<file path="src/sv/sort_reduce_by_key_mod_assert.svh">
// Assertion macros for the sorted reduce-by-key block.
// SRKM_ASSERT_IMPL: same-cycle implication, SRKM_ASSERT_NEXT: next-cycle implication.
`ifndef SORT_REDUCE_BY_KEY_MOD_ASSERT_SVH
`define SORT_REDUCE_BY_KEY_MOD_ASSERT_SVH
`ifndef SYNTHESIS
`define SRKM_ASSERT_IMPL(lbl, clk, rst_n, ante, cons) \
    lbl: assert property (@(posedge clk) disable iff (!(rst_n)) (ante) |-> (cons)) \
        else $error("srkm assertion failed");
`define SRKM_ASSERT_NEXT(lbl, clk, rst_n, ante, cons) \
    lbl: assert property (@(posedge clk) disable iff (!(rst_n)) (ante) |=> (cons)) \
        else $error("srkm assertion failed");
`else
`define SRKM_ASSERT_IMPL(lbl, clk, rst_n, ante, cons)
`define SRKM_ASSERT_NEXT(lbl, clk, rst_n, ante, cons)
`endif
`endif

</file>
<file path="src/sv/srkm_pkg.sv">
`timescale 1ns / 1ps
`default_nettype none
package srkm_pkg;

    localparam int KEY_W     = 64;
    localparam int VAL_W     = 31;
    localparam int ENTRY_W   = 2 * KEY_W + VAL_W;
    localparam int DEPTH_DEF = 64;

    localparam logic [VAL_W-1:0] MODULUS = 31'h7FFF_FFFF;

    // controller to datapath
    typedef struct packed {
        logic load_rec;
        logic idx_clr;
        logic idx_inc;
        logic rd_idx;
        logic write_sum;
        logic set_ovf;
        logic j_load;
        logic rd_shift;
        logic wr_shift;
        logic wr_new;
        logic out_load;
        logic batch_clr;
    } t_cmd;

    // datapath to controller
    typedef struct packed {
        logic search_end;
        logic key_lt;
        logic key_eq;
        logic full;
        logic shift_done;
        logic rec_last;
        logic empty;
        logic out_taken;
        logic out_last;
    } t_status;

    function automatic logic [VAL_W-1:0] add_mod(input logic [VAL_W-1:0] a,
                                                 input logic [VAL_W-1:0] b);
        logic [VAL_W:0] s;
        s = {1'b0, a} + {1'b0, b};
        if (s >= {1'b0, MODULUS}) begin
            s = s - {1'b0, MODULUS};
        end
        return s[VAL_W-1:0];
    endfunction

endpackage
`default_nettype wire

</file>
<file path="src/sv/srkm_ctrl.sv">
`timescale 1ns / 1ps
`default_nettype none
module srkm_ctrl (
    input  wire logic             i_clk,
    input  wire logic             i_rst_n,
    input  wire logic             i_valid,
    output logic                  o_stall,
    input  wire srkm_pkg::t_status i_status,
    output srkm_pkg::t_cmd        o_cmd
);

    typedef enum logic [3:0] {
        S_IDLE,
        S_SRCH_RD,
        S_SRCH_CMP,
        S_NOMATCH,
        S_SHIFT_CHK,
        S_SHIFT_WR,
        S_CLOSE,
        S_OUT_RD,
        S_OUT_LOAD,
        S_OUT_WAIT
    } t_state;

    t_state r_state;
    t_state n_state;
    srkm_pkg::t_cmd cmd;

    always_comb begin
        cmd     = '0;
        n_state = r_state;
        case (r_state)
            S_IDLE: begin
                if (i_valid) begin
                    cmd.load_rec = 1'b1;
                    cmd.idx_clr  = 1'b1;
                    n_state      = S_SRCH_RD;
                end
            end
            S_SRCH_RD: begin
                if (i_status.search_end) begin
                    n_state = S_NOMATCH;
                end else begin
                    cmd.rd_idx = 1'b1;
                    n_state    = S_SRCH_CMP;
                end
            end
            S_SRCH_CMP: begin
                if (i_status.key_lt) begin
                    cmd.idx_inc = 1'b1;
                    n_state     = S_SRCH_RD;
                end else if (i_status.key_eq) begin
                    cmd.write_sum = 1'b1;
                    n_state       = S_CLOSE;
                end else begin
                    n_state = S_NOMATCH;
                end
            end
            S_NOMATCH: begin
                // full store: drop the request, remember it
                if (i_status.full) begin
                    cmd.set_ovf = 1'b1;
                    n_state     = S_CLOSE;
                end else begin
                    cmd.j_load = 1'b1;
                    n_state    = S_SHIFT_CHK;
                end
            end
            S_SHIFT_CHK: begin
                if (i_status.shift_done) begin
                    cmd.wr_new = 1'b1;
                    n_state    = S_CLOSE;
                end else begin
                    cmd.rd_shift = 1'b1;
                    n_state      = S_SHIFT_WR;
                end
            end
            S_SHIFT_WR: begin
                cmd.wr_shift = 1'b1;
                n_state      = S_SHIFT_CHK;
            end
            S_CLOSE: begin
                if (!i_status.rec_last) begin
                    n_state = S_IDLE;
                end else if (i_status.empty) begin
                    cmd.batch_clr = 1'b1;
                    n_state       = S_IDLE;
                end else begin
                    cmd.idx_clr = 1'b1;
                    n_state     = S_OUT_RD;
                end
            end
            S_OUT_RD: begin
                cmd.rd_idx = 1'b1;
                n_state    = S_OUT_LOAD;
            end
            S_OUT_LOAD: begin
                cmd.out_load = 1'b1;
                n_state      = S_OUT_WAIT;
            end
            S_OUT_WAIT: begin
                if (i_status.out_taken) begin
                    if (i_status.out_last) begin
                        cmd.batch_clr = 1'b1;
                        n_state       = S_IDLE;
                    end else begin
                        cmd.idx_inc = 1'b1;
                        n_state     = S_OUT_RD;
                    end
                end
            end
            default: begin
                n_state = S_IDLE;
            end
        endcase
    end

    always_ff @(posedge i_clk) begin
        if (!i_rst_n) begin
            r_state <= S_IDLE;
        end else begin
            r_state <= n_state;
        end
    end

    assign o_cmd   = i_rst_n ? cmd : '0;
    assign o_stall = (r_state != S_IDLE) || !i_rst_n;

endmodule
`default_nettype wire

</file>
<file path="config.mk">
export PLATFORM = sky130hd
export DESIGN_NAME = srkm_ctrl
export DESIGN_NICKNAME = d
export VERILOG_FILES = /design/src/sv/sort_reduce_by_key_mod_assert.svh /design/src/sv/srkm_pkg.sv /design/src/sv/srkm_ctrl.sv
export SDC_FILE = /design/constraint.sdc
export NUM_CORES = 1
export LEC_CHECK = 0
export ABC_AREA = 1
export BUFFER_PORTS_ARGS = -buffer_cell sky130_fd_sc_hd__buf_2
export CAP_MARGIN = 10
export CORE_AREA = 2 2 39 41
export DETAILED_ROUTE_END_ITERATION = 6
export DIE_AREA = 0 0 41 43
export PLACE_DENSITY_LB_ADDON = 0.08
export SLEW_MARGIN = 15
export SYNTH_ARGS = -nofsm -noshare
export SYNTH_HDL_FRONTEND = slang
export SYNTH_SLANG_ARGS = --single-unit
export TNS_END_PERCENT = 100
</file>
<file path="constraint.sdc">
create_clock -name i_clk -period 2.4 [get_ports i_clk]
set_input_delay 0.48 -clock i_clk [delete_from_list [all_inputs] [get_ports i_clk]]
set_output_delay 0.48 -clock i_clk [all_outputs]
set_load 0.005 [all_outputs]
</file>
==> metrics.md, run 1 <==
| Metric | Value |
|---|---|
| DRT Pass-1 Iters | 3 |
| Synth Cell Area | about 470 sq um |
| Critical Path Sink Type | output pin |
| Final Skew | ~0.0028 ns |
| Pre-CTS WS | a little over 0.7 ns |
| Max Slew Vio Count | 0 |
| Final Cell Area | ~630 sq um |
| Tot Pwr | between 200 and 300 uW |
| Core outline area | 1380 sq um |
| Avg Synthesized Cell Area | approximately 5.2 sq um |
| Total Routed Length | 1170 um |
| Layout cells sized above 1 | a little under two fifths |
| Max FFs per register | 4 |
| Worst hold path startpoint | i_rst_n |
| Largest Register | r_state |
| Post-CTS Setup Inserts | 0 |
| M2 GR Usage | between 20% and 30% |
| Multiplexer area fraction after synthesis | 0% |
| Register-to-register setup slack | 1.10 ns |
| Outcome | complete, no violations |
| Die Height | around 43 um |
| Register clock-pin slew on the reported worst setup and hold paths | 0.04 ns |
| Routability Congestion | around 0.87 |
| Post-route setup slack | slightly below 0.5 ns |
| Fmax | 522 MHz |
| Nature of the critical path startpoint | flop |
| Combinational family with the most area after synthesis | simple AND/OR/NAND/NOR gates |
| Diode count | 0 |
| Rel. slew slack | approximately 73% |
| Worst r2r dst | r_state[2]$_SDFFE_PN0P_ |
| Synth Instances | 90 |
| Hpwl dp | between 1000 and 1500 um |
| Area after DPL | 608 sq um |
| Largest regs | r_state x4 |
| Worst vdd ir | approximately 290 uV |
| DR vias/cell | between 4 and 5 |
| Synth Area in XOR/XNOR | 0% |
| Clock Root Buffer | clkbuf_4 |
| Num CTS Buffers | 3 |
| PostCTS Resize Cnt | 0 |
| Clock H-tree levels | 1 |
| FFs w/ async S/R, synth | 0% |
| Simple logic cell fraction of the synthesized area | roughly 60% |
| Max-cap viol count | 0 |
| DR WL/cell | 8.84 um |
| # rows | 14 |
| Via count | 608 |
| Synth warn | 0 |
| Post-Layout Cell Count | between 100 and 150 |
| CTS tree | yes |
| Internal power | ~170 uW |
| Final setup fails | 0 |
| Tot GR Track Use | roughly 17% |
| Final Hold Viols | 0 |
| First-pass GRT wire length | ~2100 um |
| Setup TNS | 0 ns |
| Largest net degree at the start of global routing | 15 |
| Top FF cell, synth | dfxtp_1 |
| Min Tclk post-route | 1.91 ns |
| Seq cells post-synth | 4 |
| I/O Buffers | 24 |
| Sw Pwr | 107 uW |
| Vias in the first global route | 544 |
| Die Span X | a little over 40 um |
| R2R cell count | 8 |
| Crit. Startpoint | r_state[0]$_SDFFE_PN0P_ |
| Placed Cells | approximately 130 |
| Comb pwr share | roughly 40% |
| RSZ-0062 raised after global routing | false |
| Crit Path Class | flop to output pin |
| Adder-cell area share of the yosys netlist | 0% |
| Initial DRC Count | 5 |
| Syn nets | approximately 100 |
| Cts hold-fix bufs | 0 |
| Reg2reg start | r_state[0]$_SDFFE_PN0P_ |
| M3 GR Usage | under 10% |
| DRT antenna net count | 0 |
| Leak | approximately 0.00037 uW |
| Sequential-to-total area share from yosys stat | 17.0% |
| Worst-margin pin slew | 0.406 ns |
| GRT met1 Usage | 21.9% |
| Post-synth cell types | 17 |
| Required @ worst endpoint | ~1.9 ns |
| Max FO, Critical Path | 7 |
| Net Sw Frac | a little under two fifths |
| GR peak layer | met2 |
| Syn-to-layout area delta | 33.7% |
| Fillcell total | approximately 160 |
| CP arrival | between 1 and 1.5 ns |
| Hold Crit Class | primary input to flop |
| Clock tree buffer depth | 2 |
| Clock share of power | between 20 and 30% |
| WHS Endpoint | r_state[3]$_SDFFE_PN0P_ |
| Final layout net count | 130 |
| Final routed DRC violation total | 0 |
| CTS Sinks | 4 |
| GRT overflow | 0 |
| Synth Area in Compound Gates | slightly below 8% |
| Die area | between 1500 and 2000 sq um |
| Power Density | approximately 450 nW/um^2 |
| Starting Density | about 34% |
| Worst Hold Depth | 3 |
| Antenna violations before repair | 0 |
| Sequential power share | between 30% and 40% |
| Later-pin clock latency in the skew report | roughly 0.23 ns |
| EDFF count, synth | 0 |
| IO Pins | 25 |
| Crit share post-route | 79.8% |
-- synth_stat cells (2+ instances only) --
cell type	n	area, sq um
nand2_1	18	67.6
nor2_1	15	56.3
nand3_1	12	60.1
dfxtp_1	4	80.1
inv_2	6	22.5
a21oi_1	4	20.0
nand2_2	5	31.3
nor3_1	3	15.0
o21ai_1	2	10.0
inv_1	11	41.3
nor2_2	4	25.0
-- layout by cell type, fill, tap and decap left out, types with 2 or more instances in the layout --
cell type / count
buf_2: 24
nand2_1: 18
nor2_1: 15
nand3_1: 12
inv_1: 11
inv_2: 6
nand2_2: 5
nor2_2: 4
a21oi_1: 4
dfxtp_1: 4
nor3_1: 3
clkbuf_4: 3
o21ai_1: 2
-- routing by layer --
metal,part of all wire (%),routed length (um),vias up
met3,3.9,46,0
met1,51,592,255
li1,-,-,338
met4,0,0,0
met2,45,528,15
met5,0,0,-
-- metrics by stage --
step                util, %  hold slack, ns
global route           45.6           0.485
CTS                    45.6           0.458
detailed placement     43.9           0.683
finish                 45.6           0.464
global placement       43.9           0.682
floorplan                 -           0.578
-- cells by family (layout without fill, tap and decap cells) --
logic type | after synthesis | in the layout
simple gates | 61 | 61
buf+inv | 18 | 44
compound gates | 7 | 7
flops | 4 | 4
-- area by class of cell --
cell class                 instances  area, sq um  area share [%]
timing repair buffer              24          120            19.0
inverter                          17         63.8            10.1
multi-input combinational         68          324            51.4
sequential                         4         80.1            12.7
clock buffer                       3         22.5            3.57
tap                               16         20.0            3.17
-- power by group through the flow --
stage               Clock, uW  Combinational (uW)  Sequential [uW]
CTS                      85.5                 115             87.4
global route             94.9                 134             88.9
detailed placement          0                 114             88.4
floorplan                   0                80.9             85.4
finish                   80.7                 113             87.3
global placement            0                 114             88.1
-- how the worst max path moves through the flow --
| stage | end | slack [ns] | cells past startpoint |
|---|---|---|---|
| global route | o_cmd[8] | 0.27 | 6 |
| CTS | o_cmd[10] | 0.47 | 6 |
| detailed placement | o_cmd[10] | 0.72 | 4 |
| global placement | o_cmd[8] | 0.73 | 6 |
| finish | o_cmd[8] | 0.49 | 6 |
| floorplan | o_cmd[8] | 0.90 | 5 |
-- worst max-delay path: stages, from the launching register on --
cell	delay, ns
dfxtp_1	0.48
inv_2	0.08
nor2_1	0.13
nand2_1	0.08
or2_1	0.21
a21oi_1	0.11
buf_2	0.13
Note: power is estimated with default switching activity, not from simulation.
==> run 2, diff against run 1 <==
Clock period 2.4 ns to 1.78 ns, I/O delays scaled along.
==> run 2 against run 1 <==
  * Wire length up 4.4%
  * Non-clock buffer count up 1
  * Register-to-register slack worse by 0.49 ns
  * Combinational power up 48%
  * Clock power up 33%
  * Global-route usage up 0.27 points
  * Design area up 4.8%
  * Die area unchanged
  * Largest power group unchanged
  * Sequential cell count unchanged
  * Largest cell class unchanged
  * First-iteration DRC count down 40%
  * Sequential power up 37%
==> metrics.md, run 2 (synthesis gave the netlist of run 1 again) <==
| Metric | Value |
|---|---|
| Outcome | complete, no violations |
| Crit. Startpoint | r_state[2]$_SDFFE_PN0P_ |
| Core outline area | 1380 sq um |
| Commonest cells after routing, fill and taps aside | 24 x buf_2, 18 x nand2_1, 15 x nor2_1 |
| DR WL/cell | ~9 um |
| Clock tree buffer depth | 2 |
| Nature of the critical path startpoint | flop |
| Fillcell total | 160 |
| Fmax | 601 MHz |
| Post-Layout Cell Count | approximately 130 |
| Post-route setup slack | approximately 0.12 ns |
| Total Routed Length | roughly 1200 um |
| # rows | 14 |
| Max FFs per register | 4 |
| Pre-CTS WS | about 0.26 ns |
| Final Hold Viols | 0 |
| DR vias/cell | between 4 and 5 |
| Rel. slew slack | between 70% and 80% |
| Initial DRC Count | 3 |
| I/O Buffers | 24 |
| Layout cells sized above 1 | a little over two fifths |
| Leak | approximately 0.00038 uW |
| CTS tree | yes |
| Setup TNS | 0 ns |
| Max FO, Critical Path | 5 |
| Via count | ~610 |
| Starting Density | approximately a third |
| DRT antenna net count | 0 |
| Worst vdd ir | between 300 and 400 uV |
| GRT overflow | 0 |
| Worst-margin pin slew | around 0.44 ns |
| Worst Hold Depth | 3 |
| Most common cell after layout, fill and taps aside | buf_2 |
| Die area | between 1500 and 2000 sq um |
| Tot GR Track Use | 16.9% |
| CP arrival | ~1.3 ns |
| Required @ worst endpoint | about 1.4 ns |
| Largest regs | r_state x4 |
| Placed Cells | 130 |
| Post-CTS Setup Inserts | 0 |
| Min Tclk post-route | between 1.5 and 2 ns |
| Max-cap viol count | 0 |
| Critical Path Sink Type | output pin |
| DRT Pass-1 Iters | 4 |
| First-pass GRT wire length | a little over 2000 um |
| Register-to-register setup slack | 0.61 ns |
| Crit Path Class | flop to output pin |
| Multi-input logic area | 339 sq um |
| IO Pins | 25 |
| RSZ-0062 raised after global routing | false |
| Final routed DRC violation total | 0 |
| Layout Utilization | 47.7% |
| Storage element area | approximately 88 sq um |
| Worst hold path startpoint | i_rst_n |
| Die Span X | around 41 um |
| Largest net degree at the start of global routing | 15 |
| Routability Congestion | roughly 0.80 |
| Tot Pwr | roughly 390 uW |
| Hpwl dp | 1030 um |
| Diode count | 0 |
| Largest Register | r_state |
| Register clock-pin slew on the reported worst setup and hold paths | 0.04 ns |
| Die Height | around 43 um |
| WHS Endpoint | r_state[3]$_SDFFE_PN0P_ |
| Final setup fails | 0 |
| Crit share post-route | between 90% and 100% |
| Worst r2r dst | r_state[2]$_SDFFE_PN0P_ |
| Clock Root Buffer | clkbuf_4 |
| Antenna violations before repair | 0 |
| Vias in the first global route | ~530 |
| Clock H-tree levels | 1 |
| Final Skew | between 0.0015 and 0.002 ns |
| Max Slew Vio Count | 0 |
| Hold Crit Class | primary input to flop |
| CTS Sinks | 4 |
| Syn-to-layout area delta | 40.1% |
| Reg2reg start | r_state[2]$_SDFFE_PN0P_ |
| Power Density | 597 nW/um^2 |
| R2R cell count | 7 |
| Num CTS Buffers | 3 |
| Later-pin clock latency in the skew report | about 0.23 ns |
| Final layout net count | around 130 |
## run 2: through the flow
stage	instance area, sq um	hold WS, ns
floorplan	472	0.454
global placement	616	0.572
detailed placement	616	0.573
CTS	638	0.337
global route	661	0.379
finish	661	0.339
## run 2: worst max path at each step
stage,end,cells past startpoint
after floorplan,o_cmd[8],5
after global placement,o_cmd[10],6
after detailed placement,o_cmd[8],6
after CTS,o_cmd[8],6
after global routing,o_cmd[8],6
final,o_cmd[7],6
## run 2: report_power, final
group | switching (uW) | internal [uW] | leakage [uW]
clock | 31.9 | 75.1 | 0.0000138
combinational | 98.6 | 68.6 | 0.000330
sequential | 18.4 | 102 | 0.0000347
## run 2: what timing repair did
item / CTS / global route
endpoints found under the hold margin: 0 / 0
hold buffers: 0 / 0
setup endpoints to repair: 0 / 6
gates resized for setup: 0 / 8
## run 2: layout make-up
type,instances,area share (%)
Clock buffer,3,3.41
Sequential cell,4,13.3
Tap cell,16,3.03
Multi-Input combinational cell,68,51.3
Inverter,17,9.66
Timing Repair Buffer,25,19.3
## run 2: critical path: stages (launching register included)
cell and delay, ns:
dfxtp_2 0.36, nor2_4 0.18, inv_2 0.06, nor2_2 0.12, nand3_1 0.13, nor2_1 0.11, buf_2 0.12
## run 2: layer usage
metal	global-route usage, %	vias up	routed length (um)
li1	-	344	-
met1	21.5	254	594
met2	26.9	15	570
met3	3.14	0	53
met4	6.00	0	0
met5	0	-	0
